===== config.mk =====
export PLATFORM = sky130hd
export DESIGN_NAME = utf8_stream_decoder_flat
export DESIGN_NICKNAME = d
export VERILOG_FILES = /design/src/hw/rtl/utf8d_pkg.sv /design/src/hw/rtl/utf8d_if.sv /design/src/hw/rtl/utf8d_front.sv /design/src/hw/rtl/utf8d_queue.sv /design/src/hw/rtl/utf8d_back.sv /design/src/hw/rtl/utf8_stream_decoder.sv /design/src/flat_wrapper.sv
export SDC_FILE = /design/constraint.sdc
export NUM_CORES = 1
export LEC_CHECK = 0
export ABC_AREA = 1
export BUFFER_PORTS_ARGS = -buffer_cell sky130_fd_sc_hd__buf_2
export CORE_MARGIN = 2
export CORE_UTILIZATION = 30
export DETAILED_ROUTE_END_ITERATION = 10
export PLACE_DENSITY = 0.47
export SYNTH_ARGS = -nofsm -noshare
export SYNTH_HDL_FRONTEND = slang
export SYNTH_SLANG_ARGS = --single-unit
export TNS_END_PERCENT = 100

===== constraint.sdc =====
create_clock -name clock -period 4.3 [get_ports clock]
set_input_delay 0.215 -clock clock [delete_from_list [all_inputs] [get_ports clock]]
set_output_delay 0.215 -clock clock [all_outputs]
set_load 0.02 [all_outputs]

===== src/hw/rtl/utf8d_pkg.sv =====
// ----------------------------------------------------------------------------
// utf8d_pkg
// Shared types and constants for the UTF-8 stream decoder: byte classes,
// result status codes and the classified byte carried through the queue.
// ----------------------------------------------------------------------------
package utf8d_pkg;

   localparam int BYTE_W          = 8;
   localparam int CP_W            = 26;
   localparam int REM_W           = 3;
   localparam int QUEUE_DEPTH_DEF = 4;

   // class of one byte, decided in the front before the state is known
   typedef enum logic [2:0] {
      CLS_ASCII,    // 00-7F
      CLS_CONT,     // 80-BF
      CLS_LEAD2,    // C0-DF
      CLS_LEAD3,    // E0-EF
      CLS_LEAD4,    // F0-F7
      CLS_LEAD5,    // F8-FB
      CLS_INVALID   // FC-FF
   } byte_class_type;

   // result status codes
   typedef enum logic [1:0] {
      ST_CHAR            = 2'd0,
      ST_MALFORMED       = 2'd1,
      ST_INCOMPLETE      = 2'd2,
      ST_END_AFTER_ERROR = 2'd3
   } status_type;

   // classified byte as it travels from front to back
   typedef struct packed {
      byte_class_type    cls;
      logic [BYTE_W-1:0] data;
      logic              last;
   } item_type;

endpackage


===== src/hw/rtl/utf8d_if.sv =====
// ----------------------------------------------------------------------------
// utf8d interfaces
// Valid/ready channels for the byte stream going in and the decoded results
// coming out.
// ----------------------------------------------------------------------------
interface utf8d_req_if;
   logic       valid;
   logic       ready;
   logic [7:0] data_byte;
   logic       last_byte;

   modport source (output valid, output data_byte, output last_byte, input ready);
   modport sink   (input valid, input data_byte, input last_byte, output ready);
endinterface

interface utf8d_rsp_if;
   logic        valid;
   logic        ready;
   logic [25:0] code_point;
   logic [1:0]  status;
   logic        end_of_string;

   modport source (output valid, output code_point, output status,
                   output end_of_string, input ready);
   modport sink   (input valid, input code_point, input status,
                   input end_of_string, output ready);
endinterface


===== src/hw/rtl/utf8d_front.sv =====
// ----------------------------------------------------------------------------
// utf8d_front
// Accepts bytes from the request channel, classifies each one and holds it
// in a register until the queue takes it.
// ----------------------------------------------------------------------------
module utf8d_front (
   input  logic               clock,
   input  logic               reset,
   utf8d_req_if.sink          req,
   output logic               push_valid,
   input  logic               push_ready,
   output utf8d_pkg::item_type push_item
);
   import utf8d_pkg::*;

   logic     valid_ff;
   logic     valid_in;
   item_type item_ff;
   item_type item_in;
   logic     accept;

   // classify the incoming byte by its lead bits
   always_comb begin
      item_in.data = req.data_byte;
      item_in.last = req.last_byte;
      priority if (!req.data_byte[7])          item_in.cls = CLS_ASCII;
      else if (!req.data_byte[6])              item_in.cls = CLS_CONT;
      else if (!req.data_byte[5])              item_in.cls = CLS_LEAD2;
      else if (!req.data_byte[4])              item_in.cls = CLS_LEAD3;
      else if (!req.data_byte[3])              item_in.cls = CLS_LEAD4;
      else if (!req.data_byte[2])              item_in.cls = CLS_LEAD5;
      else                                     item_in.cls = CLS_INVALID;
   end

   // stage empties into the queue: a new byte can enter each cycle it has room
   assign req.ready = !valid_ff || push_ready;
   assign accept    = req.valid && req.ready;

   always_comb begin
      if (accept) begin
         valid_in = 1'b1;
      end else if (push_ready) begin
         valid_in = 1'b0;
      end else begin
         valid_in = valid_ff;
      end
   end

   always_ff @(posedge clock) begin
      if (reset) begin
         valid_ff <= 1'b0;
      end else begin
         valid_ff <= valid_in;
      end
   end

   always_ff @(posedge clock) begin
      if (accept) begin
         item_ff <= item_in;
      end
   end

   assign push_valid = valid_ff;
   assign push_item  = item_ff;

endmodule


===== src/hw/rtl/utf8d_queue.sv =====
// ----------------------------------------------------------------------------
// utf8d_queue
// Short first-in first-out queue of classified bytes between the front and
// the back, so that each side stalls on its own.
// ----------------------------------------------------------------------------
module utf8d_queue #(
   parameter int DEPTH = utf8d_pkg::QUEUE_DEPTH_DEF
) (
   input  logic                clock,
   input  logic                reset,
   input  logic                push_valid,
   output logic                push_ready,
   input  utf8d_pkg::item_type push_item,
   output logic                pop_valid,
   input  logic                pop_ready,
   output utf8d_pkg::item_type pop_item
);
   import utf8d_pkg::*;

   localparam int PTR_W = (DEPTH > 1) ? $clog2(DEPTH) : 1;
   localparam int CNT_W = $clog2(DEPTH + 1);

   item_type         entries_ff [DEPTH];
   logic [PTR_W-1:0] wr_ptr_ff;
   logic [PTR_W-1:0] wr_ptr_in;
   logic [PTR_W-1:0] rd_ptr_ff;
   logic [PTR_W-1:0] rd_ptr_in;
   logic [CNT_W-1:0] count_ff;
   logic [CNT_W-1:0] count_in;
   logic             push;
   logic             pop;

   assign push_ready = (count_ff != CNT_W'(DEPTH));
   assign pop_valid  = (count_ff != '0);
   assign push       = push_valid && push_ready;
   assign pop        = pop_valid && pop_ready;
   assign pop_item   = entries_ff[rd_ptr_ff];

   // pointer wrap and fill count
   always_comb begin
      wr_ptr_in = wr_ptr_ff;
      rd_ptr_in = rd_ptr_ff;
      count_in  = count_ff;
      if (push) begin
         wr_ptr_in = (wr_ptr_ff == PTR_W'(DEPTH - 1)) ? '0 : wr_ptr_ff + 1'b1;
      end
      if (pop) begin
         rd_ptr_in = (rd_ptr_ff == PTR_W'(DEPTH - 1)) ? '0 : rd_ptr_ff + 1'b1;
      end
      if (push && !pop) begin
         count_in = count_ff + 1'b1;
      end else if (pop && !push) begin
         count_in = count_ff - 1'b1;
      end
   end

   always_ff @(posedge clock) begin
      if (reset) begin
         wr_ptr_ff <= '0;
         rd_ptr_ff <= '0;
         count_ff  <= '0;
      end else begin
         wr_ptr_ff <= wr_ptr_in;
         rd_ptr_ff <= rd_ptr_in;
         count_ff  <= count_in;
      end
   end

   // entry storage
   always_ff @(posedge clock) begin
      if (push) begin
         entries_ff[wr_ptr_ff] <= push_item;
      end
   end

endmodule


===== src/hw/rtl/utf8d_back.sv =====
// ----------------------------------------------------------------------------
// utf8d_back
// Decoder state machine: takes one classified byte a cycle from the queue
// while its output register is free or being read, gathers continuation
// bits and loads finished results into the output register.
// ----------------------------------------------------------------------------
module utf8d_back (
   input  logic                clock,
   input  logic                reset,
   input  logic                pop_valid,
   output logic                pop_ready,
   input  utf8d_pkg::item_type pop_item,
   utf8d_rsp_if.source         rsp
);
   import utf8d_pkg::*;

   logic [REM_W-1:0] rem_ff;
   logic [REM_W-1:0] rem_in;
   logic [CP_W-1:0]  partial_ff;
   logic [CP_W-1:0]  partial_in;
   logic             failed_ff;
   logic             failed_in;

   logic             out_valid_ff;
   logic             out_valid_in;
   logic [CP_W-1:0]  out_cp_ff;
   status_type       out_status_ff;
   logic             out_eos_ff;

   logic             take;
   logic             emit;
   logic             bad;
   logic [CP_W-1:0]  res_cp;
   status_type       res_status;
   logic             res_eos;
   logic [CP_W-1:0]  shifted;
   logic [REM_W-1:0] rem_dec;

   assign pop_ready = !out_valid_ff || rsp.ready;
   assign take      = pop_valid && pop_ready;
   assign shifted   = {partial_ff[CP_W-7:0], pop_item.data[5:0]};
   assign rem_dec   = rem_ff - 1'b1;

   // next decoder state and the result of this transaction
   always_comb begin
      rem_in     = rem_ff;
      partial_in = partial_ff;
      failed_in  = failed_ff;
      emit       = 1'b0;
      bad        = 1'b0;
      res_cp     = '0;
      res_status = ST_CHAR;
      res_eos    = pop_item.last;
      if (take) begin
         if (failed_ff) begin
            // skip the rest of a failed string, report its end
            if (pop_item.last) begin
               emit       = 1'b1;
               res_status = ST_END_AFTER_ERROR;
               failed_in  = 1'b0;
            end
         end else if (rem_ff == '0) begin
            // lead byte
            unique case (pop_item.cls)
               CLS_ASCII: begin
                  emit   = 1'b1;
                  res_cp = CP_W'(pop_item.data);
               end
               CLS_LEAD2, CLS_LEAD3, CLS_LEAD4, CLS_LEAD5: begin
                  if (pop_item.last) begin
                     emit       = 1'b1;
                     res_status = ST_INCOMPLETE;
                  end else begin
                     unique case (pop_item.cls)
                        CLS_LEAD2: begin
                           rem_in     = REM_W'(1);
                           partial_in = CP_W'(pop_item.data[4:0]);
                        end
                        CLS_LEAD3: begin
                           rem_in     = REM_W'(2);
                           partial_in = CP_W'(pop_item.data[3:0]);
                        end
                        CLS_LEAD4: begin
                           rem_in     = REM_W'(3);
                           partial_in = CP_W'(pop_item.data[2:0]);
                        end
                        default: begin
                           rem_in     = REM_W'(4);
                           partial_in = CP_W'(pop_item.data[1:0]);
                        end
                     endcase
                  end
               end
               default: bad = 1'b1;
            endcase
         end else if (pop_item.cls == CLS_ASCII || pop_item.cls == CLS_CONT) begin
            // continuation byte (an ASCII byte is taken as one too), only its low six bits count
            if (rem_dec == '0) begin
               emit       = 1'b1;
               res_cp     = shifted;
               rem_in     = '0;
               partial_in = '0;
            end else if (pop_item.last) begin
               emit       = 1'b1;
               res_status = ST_INCOMPLETE;
               rem_in     = '0;
               partial_in = '0;
            end else begin
               rem_in     = rem_dec;
               partial_in = shifted;
            end
         end else begin
            bad = 1'b1;
         end

         // malformed byte: fail the string unless it ends here
         if (bad) begin
            emit       = 1'b1;
            res_status = ST_MALFORMED;
            rem_in     = '0;
            partial_in = '0;
            failed_in  = !pop_item.last;
         end
      end
   end

   // decoder state
   always_ff @(posedge clock) begin
      if (reset) begin
         rem_ff     <= '0;
         partial_ff <= '0;
         failed_ff  <= 1'b0;
      end else begin
         rem_ff     <= rem_in;
         partial_ff <= partial_in;
         failed_ff  <= failed_in;
      end
   end

   // output register
   always_comb begin
      if (take) begin
         out_valid_in = emit;
      end else if (rsp.ready) begin
         out_valid_in = 1'b0;
      end else begin
         out_valid_in = out_valid_ff;
      end
   end

   always_ff @(posedge clock) begin
      if (reset) begin
         out_valid_ff <= 1'b0;
      end else begin
         out_valid_ff <= out_valid_in;
      end
   end

   always_ff @(posedge clock) begin
      if (take && emit) begin
         out_cp_ff     <= res_cp;
         out_status_ff <= res_status;
         out_eos_ff    <= res_eos;
      end
   end

   assign rsp.valid         = out_valid_ff;
   assign rsp.code_point    = out_cp_ff;
   assign rsp.status        = out_status_ff;
   assign rsp.end_of_string = out_eos_ff;

endmodule


===== src/hw/rtl/utf8_stream_decoder.sv =====
// ----------------------------------------------------------------------------
// utf8_stream_decoder
// Streaming decoder for UTF-8 with sequences of one to five bytes; gives one
// code point or status result per completed sequence, error or string end.
// ----------------------------------------------------------------------------
//
//   channel | dir | payload                                 | transaction
//   --------+-----+-----------------------------------------+------------------
//   req     | in  | data_byte[7:0], last_byte               | valid && ready
//   rsp     | out | code_point[25:0], status[1:0], end_of_string | valid && ready
//
// One byte per cycle sustained while rsp is ready; the back's shift-or state update
// takes a byte from the queue every cycle unless its output register is stalled.
// A result passes from its byte through the front register, queue and output
// register before it is shown on rsp.
// Reset is synchronous and empties the front register, queue and output
// register and clears the decoder state.
// A stalled rsp backs up into the queue; req stays ready until QUEUE_DEPTH
// bytes plus the front register are waiting.
// ----------------------------------------------------------------------------
module utf8_stream_decoder #(
   parameter int QUEUE_DEPTH = utf8d_pkg::QUEUE_DEPTH_DEF
) (
   input  logic        clock,
   input  logic        reset,
   utf8d_req_if.sink   req,
   utf8d_rsp_if.source rsp
);
   import utf8d_pkg::*;

   logic     push_valid;
   logic     push_ready;
   item_type push_item;
   logic     pop_valid;
   logic     pop_ready;
   item_type pop_item;

   // byte intake and classification
   utf8d_front u_front (
      .clock      (clock),
      .reset      (reset),
      .req        (req),
      .push_valid (push_valid),
      .push_ready (push_ready),
      .push_item  (push_item)
   );

   // queue between front and back
   utf8d_queue #(
      .DEPTH (QUEUE_DEPTH)
   ) u_queue (
      .clock      (clock),
      .reset      (reset),
      .push_valid (push_valid),
      .push_ready (push_ready),
      .push_item  (push_item),
      .pop_valid  (pop_valid),
      .pop_ready  (pop_ready),
      .pop_item   (pop_item)
   );

   // decoding and result register
   utf8d_back u_back (
      .clock     (clock),
      .reset     (reset),
      .pop_valid (pop_valid),
      .pop_ready (pop_ready),
      .pop_item  (pop_item),
      .rsp       (rsp)
   );

endmodule


===== src/flat_wrapper.sv =====
// flat-port wrapper written by rule: the top's interface ports become plain ports
module utf8_stream_decoder_flat import utf8d_pkg::*;
#(
   parameter int QUEUE_DEPTH = utf8d_pkg::QUEUE_DEPTH_DEF
)
  (clock, reset, req_valid, req_data_byte, req_last_byte, req_ready, rsp_valid, rsp_code_point, rsp_status, rsp_end_of_string, rsp_ready);
  utf8d_req_if req_i ();
  utf8d_rsp_if rsp_i ();
  input  logic clock;
  input  logic reset;
  input wire logic [$bits(req_i.valid)-1:0] req_valid;
  input wire logic [$bits(req_i.data_byte)-1:0] req_data_byte;
  input wire logic [$bits(req_i.last_byte)-1:0] req_last_byte;
  output wire logic [$bits(req_i.ready)-1:0] req_ready;
  output wire logic [$bits(rsp_i.valid)-1:0] rsp_valid;
  output wire logic [$bits(rsp_i.code_point)-1:0] rsp_code_point;
  output wire logic [$bits(rsp_i.status)-1:0] rsp_status;
  output wire logic [$bits(rsp_i.end_of_string)-1:0] rsp_end_of_string;
  input wire logic [$bits(rsp_i.ready)-1:0] rsp_ready;
  assign req_i.valid = req_valid;
  assign req_i.data_byte = req_data_byte;
  assign req_i.last_byte = req_last_byte;
  assign req_ready = req_i.ready;
  assign rsp_valid = rsp_i.valid;
  assign rsp_code_point = rsp_i.code_point;
  assign rsp_status = rsp_i.status;
  assign rsp_end_of_string = rsp_i.end_of_string;
  assign rsp_i.ready = rsp_ready;
  utf8_stream_decoder #(.QUEUE_DEPTH(QUEUE_DEPTH)) u_core (.clock(clock), .reset(reset), .req(req_i), .rsp(rsp_i));
endmodule

# Word level (Yosys, flattened, before mapping)
# Memories as Yosys holds them, arrays and structs flattened. A register that Yosys moved wholly into a read port is not among the register bits.
# Index checks and enable logic that the tools add are counted.
[classes] n_addsub=5 eq_ne=11 n_mux=63 bitwise_logic=1 reduce_logical=29
[op_table] operator="2-to-1 mux 20 bit" n=8
[op_table] operator="2-to-1 mux 26 bit" n=3
[op_table] operator="2-to-1 mux 2 bit" n=15
[op_table] operator="2-to-1 mux 3 bit" n=10
[op_table] operator="2-to-1 mux 1 bit" n=23
[op_table] operator="case mux 5 bit (3 select lines)" n=1
[op_table] operator="logical NOT 3 bit" n=3
[op_table] operator="case mux 3 bit (3 select lines)" n=1
[op_table] operator="2-to-1 mux 8 bit" n=1
[op_table] operator="equality test 3 x 2 -> 1 bit (second input constant)" n=2
[op_table] operator="equality test 3 bit (second input constant)" n=2
[op_table] operator="logical AND 1 bit" n=6
[op_table] operator="nonzero test 2 bit" n=3
[op_table] operator="nonzero test 3 bit" n=2
[op_table] operator="subtractor 3 x 1 -> 3 bit (second input constant)" n=2
[op_table] operator="logical NOT 1 bit" n=5
[op_table] operator="AND reduction 5 bit" n=1
[op_table] operator="OR reduction 5 bit" n=1
[op_table] operator="adder 2 x 1 -> 2 bit (second input constant)" n=2
[op_table] operator="equality test 2 bit (second input constant)" n=2
[op_table] operator="AND reduction 4 bit" n=1
[op_table] operator="OR reduction 2 bit" n=2
[op_table] operator="OR reduction 4 bit" n=1
[op_table] operator="adder 3 x 1 -> 3 bit (second input constant)" n=1
[op_table] operator="9 further kinds" n=11
[word_totals] regBits=74 ram_bits=48 input_bits=13 output_inout_bits=31 word_cells=127 memories=1
[memory_table] name="u_core.u_queue.entries_ff" words=4 width=12 read_ports=1 rd_clocked_by_memory_dff=1 write_ports=1 line_no="utf8d_queue.sv:23" rtl="item_type entries_ff [DEPTH];"

# Depth between registers and ports, before layout
[depth] depth_word=9 ltp_mapped=16 mapped_depth_nobuf=14

# Cells and area by module
# Synthesis repeated with hierarchy kept, for this count alone.
[unflattened] hier_cells=546 hier_area_um2=5376.4
[by_module_without_submodules] module="utf8d_back" n_inst=1 cells_each=332 area_per_inst_um2=2641.3 seq_area_each_um2=1371.3
[by_module_without_submodules] module="utf8d_queue" n_inst=1 cells_each=185 area_per_inst_um2=2285.9 seq_area_each_um2=1621.6
[by_module_without_submodules] module="utf8d_front" n_inst=1 cells_each=29 area_per_inst_um2=449.2 seq_area_each_um2=380.4

# Worst setup path after synthesis
# Ideal clock, no wire load.
[synth_timing] path_type="register to register" startpoint="register u_core.u_back.rem_ff[0]" endpoint="register u_core.u_back.out_cp_ff[0] (netlist: u_core.u_back.rsp.code_point[0]), enable pin" setup_time_ns=0.386 arrival_ns=1.896 required_ns=3.914 setup_slack_ns=2.018 path_stages_with_launch=10 n_path_buf=1 period_less_slack_ns=2.282 cell_sequence="dfxtp_1 > inv_1 > ha_1 > ha_1 > buf_2 > nand2_1 > nand3_2 > nand2_1 > nand2_1 > nand2_1"
[synth_via] elab_chain_cells=9 elab_cells_between_ends=13 cone_classes="add/sub: 1; mux: 9; reduce/logical: 3"
[synth_lines] item="from (decl)" line_no="utf8d_back.sv:17" rtl="logic [REM_W-1:0] rem_ff;"
[synth_lines] item="from (signal assigned)" line_no="utf8d_back.sv:134" rtl="rem_ff <= rem_in;"
[synth_lines] item="subtractor 3 x 1 -> 3 bit" line_no="utf8d_back.sv:42" rtl="assign rem_dec = rem_ff - 1'b1;"
[synth_lines] item="logical NOT 3 bit" line_no="utf8d_back.sv:98" rtl="if (rem_dec == '0) begin"
[synth_lines] item="2-to-1 mux 1 bit" line_no="utf8d_back.sv:98"
[synth_lines] item="2-to-1 mux 1 bit" line_no="utf8d_back.sv:96" rtl="end else if (pop_item.cls == CLS_ASCII || pop_item.cls == CLS_CONT) begin"
[synth_lines] item="2-to-1 mux 1 bit" line_no="utf8d_back.sv:62" rtl="end else if (rem_ff == '0) begin"
[synth_lines] item="2-to-1 mux 1 bit" line_no="utf8d_back.sv:55" rtl="if (failed_ff) begin"
[synth_lines] item="2-to-1 mux 1 bit *" line_no="utf8d_back.sv:117" rtl="if (bad) begin"
[synth_lines] item="2-to-1 mux 1 bit *" line_no="utf8d_back.sv:54" rtl="if (take) begin"
[synth_lines] item="logical AND 1 bit *" line_no="utf8d_back.sv:160" rtl="if (take && emit) begin"
[synth_lines] item="to (signal assigned)" line_no="utf8d_back.sv:161" rtl="out_cp_ff <= res_cp;"
[synth_lines] item="to (decl)" line_no="utf8d_back.sv:26" rtl="logic [CP_W-1:0] out_cp_ff;"
# Every way passes the cells marked *; elsewhere a longest branch is shown, timed or not. The select of a mux whose other input is x is not followed.
# A chain may end at the register's enable or synchronous reset.

==> flow_summary.json <==
{
  "synth_common_cells": "nand2_1, edfxtp_1, nor2_1",
  "crit_arrival_ns": 2.94,
  "crit_chain": "buf_4 > nand2_1 > nand3_1 > nand2_2 > inv_2 > nand2_1 > nand2_1 > nand3_2 > nand2_1 > nand2_1 > nand2_1 > buf_4",
  "p_comb_frac": 0.362,
  "dp.final_hpwl_um": 7027,
  "power_density_nw_per_um2": 792.7,
  "cts_tree": "built",
  "yosys_warnings": 0,
  "globalplace.congestion": 0.7679,
  "fmax_mhz": 348.7,
  "hold_viol": 0,
  "die_h_um": 136.7,
  "status": "completed",
  "clock_sinks": 124,
  "cts_root_buf": "clkbuf_16",
  "seqPwrFrac": 0.356,
  "finalCritPeriodShare": 0.6669,
  "syn_area_sq_um": 5283,
  "crit_slowest_cell": "dfxtp_1",
  "cp_max_fo": 29,
  "synthCells": 521,
  "ios": 44,
  "drt_wl_total_um": 10630,
  "start_util": 0.3065,
  "cp-end-kind": "register",
  "setup_tns_ns": 0,
  "htree_levels": 4,
  "worst-slew-pin-transition_ns": 0.7603,
  "critPathRequiredTime_ns": 4.37,
  "min_period_ns": 2.868,
  "synth_edf_count": 89,
  "startpoint_type": "register",
  "dpl-instance-area_sq_um": 5688,
  "port-buffer-count": 43,
  "cts.clk_slew.worst_paths_ns": 0.06,
  "synth_area_leader_cell": "edfxtp_1",
  "viasPerCell": 4.346,
  "layout.nets": 603,
  "cts.path.max_buffers": 2,
  "diodes": 0,
  "cts-resized-gates": 0,
  "chipWidth_um": 136.7,
  "hold_path_class": "primary input to register",
  "antenna_left": 0,
  "skew_ns": 0.008237,
  "antenna_found_initial": 0,
  "p_clk_frac": 0.282,
  "synth_nets": 544,
  "grt_usage": 0.1255,
  "slew_headroom": 0.4900,
  "leakage_nw": 2.623,
  "grt-ovfl-total": 0,
  "rsz0062_at_grt": "false",
  "wl_per_cell_um": 13.00,
  "p_int_w": 0.003097,
  "worst-setup-path-type": "register to register",
  "path_common_cell": "nand2_1",
  "fin_area_sq_um": 6377,
  "first_pass_iters": 4,
  "coreArea_sq_um": 17240,
  "setup_viol": 0,
  "synthMostInstantiatedCell": "nand2_1",
  "die_area_sq_um": 18690,
  "async_flop_share": 0,
  "first_iter_violations": 186,
  "area_growth_pct": 20.72,
  "cts-hold-fix-buffers": 9,
  "swShare": 0.3873,
  "power.switching_w": 0.001958,
  "fp-row-count": 48,
  "peakVddDrop_uv": 374.5,
  "drcViolationCount": 0,
  "synth_top_area_share": 0.5059,
  "drive_gt1_frac": 0.1737,
  "grt_pass1_vias": 3510,
  "slew_viol_final": 0,
  "cap_violations": 0,
  "postCtsSetupRepairBufs": 0,
  "grt_max_degree": 31,
  "grt_pass1_wl_um": 17530,
  "numCtsBuffers": 17,
  "clock_latency_ns": 0.42,
  "syn_avg_cell_area_sq_um": 10.14,
  "ys_seq_elements": 124,
  "critPathMaxStageDelay_ns": 0.68,
  "synth_ff_type": "edfxtp_1",
  "ys_types": 33,
  "seq_area_frac_synth": 0.6386,
  "vias": 3555,
  "synth.area.top_cells": "edfxtp_1, dfxtp_1, nand2_1"
}
-- cells by family after synthesis --
family / after synthesis / share of synthesized area
AOI/OAI and AO/OA: 64 / 0.07248
buffers and inverters: 90 / 0.07864
DFF: 124 / 0.6386
adders and majority gates: 10 / 0.02511
and+or+nand+nor: 233 / 0.1852
-- critical path, delay by kind of cell (launching register included) --
family | cells | cell delay, ns
AND/OR/NAND/NOR | 9 | 1.12
buffers and inverters | 3 | 0.71
flip-flops | 1 | 0.68
-- power groups by stage --
stage                     registers (W)  logic (W)  clock network (W)
after floorplan                 0.00198    0.00133                  0
after global placement          0.00182    0.00182                  0
after detailed placement        0.00183    0.00183                  0
after CTS                       0.00180    0.00185            0.00146
after global routing            0.00183    0.00208            0.00152
final                           0.00180    0.00183            0.00143
-- sequential cells by signal, summed over array words and instances, names as in the netlist, named ones only --
name and cells:
u_core.u_queue.count_ff 3, u_core.u_back.rsp.valid 1, u_core.u_queue.wr_ptr_ff 2, u_core.u_back.partial_ff 20, u_core.u_back.rsp.status 2, u_core.u_front.push_valid 1
u_core.u_back.rem_ff 3, u_core.u_queue.rd_ptr_ff 2, u_core.u_back.rsp.end_of_string 1, u_core.u_queue.entries_ff 48, u_core.u_front.push_item 12, u_core.u_back.failed_ff 1
u_core.u_back.rsp.code_point 26
-- per-stage QoR --
| stage | setup slack (ns) | hold WS [ns] | util | instances | total power [W] |
|---|---|---|---|---|---|
| finish | 1.432 | 0.06334 | 0.3700 | 818 | 0.005055 |
| global route | 1.117 | 0.07004 | 0.3700 | 818 | 0.005441 |
| CTS | 1.428 | 0.05750 | 0.3700 | 818 | 0.005112 |
| detailed placement | 1.431 | 0.3969 | 0.3300 | 777 | 0.003656 |
| global placement | 1.498 | 0.3956 | 0.3300 | 777 | 0.003639 |
| floorplan | 2.018 | 0.2841 | - | 521 | 0.003301 |
-- final timing paths --
path	depth (start not counted)	startpoint	end	slack (ns)
worst max-delay path	12	register	u_core.u_back.rsp.code_point[25]	1.43
worst min-delay path	2	reset	u_core.u_back.partial_ff[5]	0.06
worst max register to register	12	register	u_core.u_back.rsp.code_point[25]	1.43
worst min register to register	0	u_core.u_front.push_item[2]	u_core.u_queue.entries_ff[3][2]	0.49
-- metal layers --
metal,vias up,GRT usage,wire length (um)
met1,1661,0.1506,4914
met2,63,0.2047,5203
met5,-,0,0
li1,1824,-,-
met3,7,0.04259,408
met4,0,0.05498,107
-- layout by cell type, fill, tap and decap left out, types with 3 or more instances in the layout --
master	n
nand2_2	8
nand3_2	3
o21ai_0	28
clkinvlp_4	6
inv_2	5
clkinv_1	3
dfxtp_1	35
inv_1	64
nand2_1	117
dlygate4sd3_1	9
nand4_1	4
ha_1	9
bufinv_16	3
buf_4	7
a21oi_1	22
edfxtp_1	89
clkbuf_16	17
nor2_1	69
buf_2	43
nand3_1	27
a32o_1	3
-- cell type report --
type	instances	area, sq um
fillers	1704	10860
flip-flops and latches	124	3373
inverters	71	271.5
well taps	225	281.5
multi-input cells	307	1494
repair buffers	59	357.8
clock inverters	15	173.9
clock buffers	17	425.4
No activity file was read; power rests on OpenSTA's default activity.
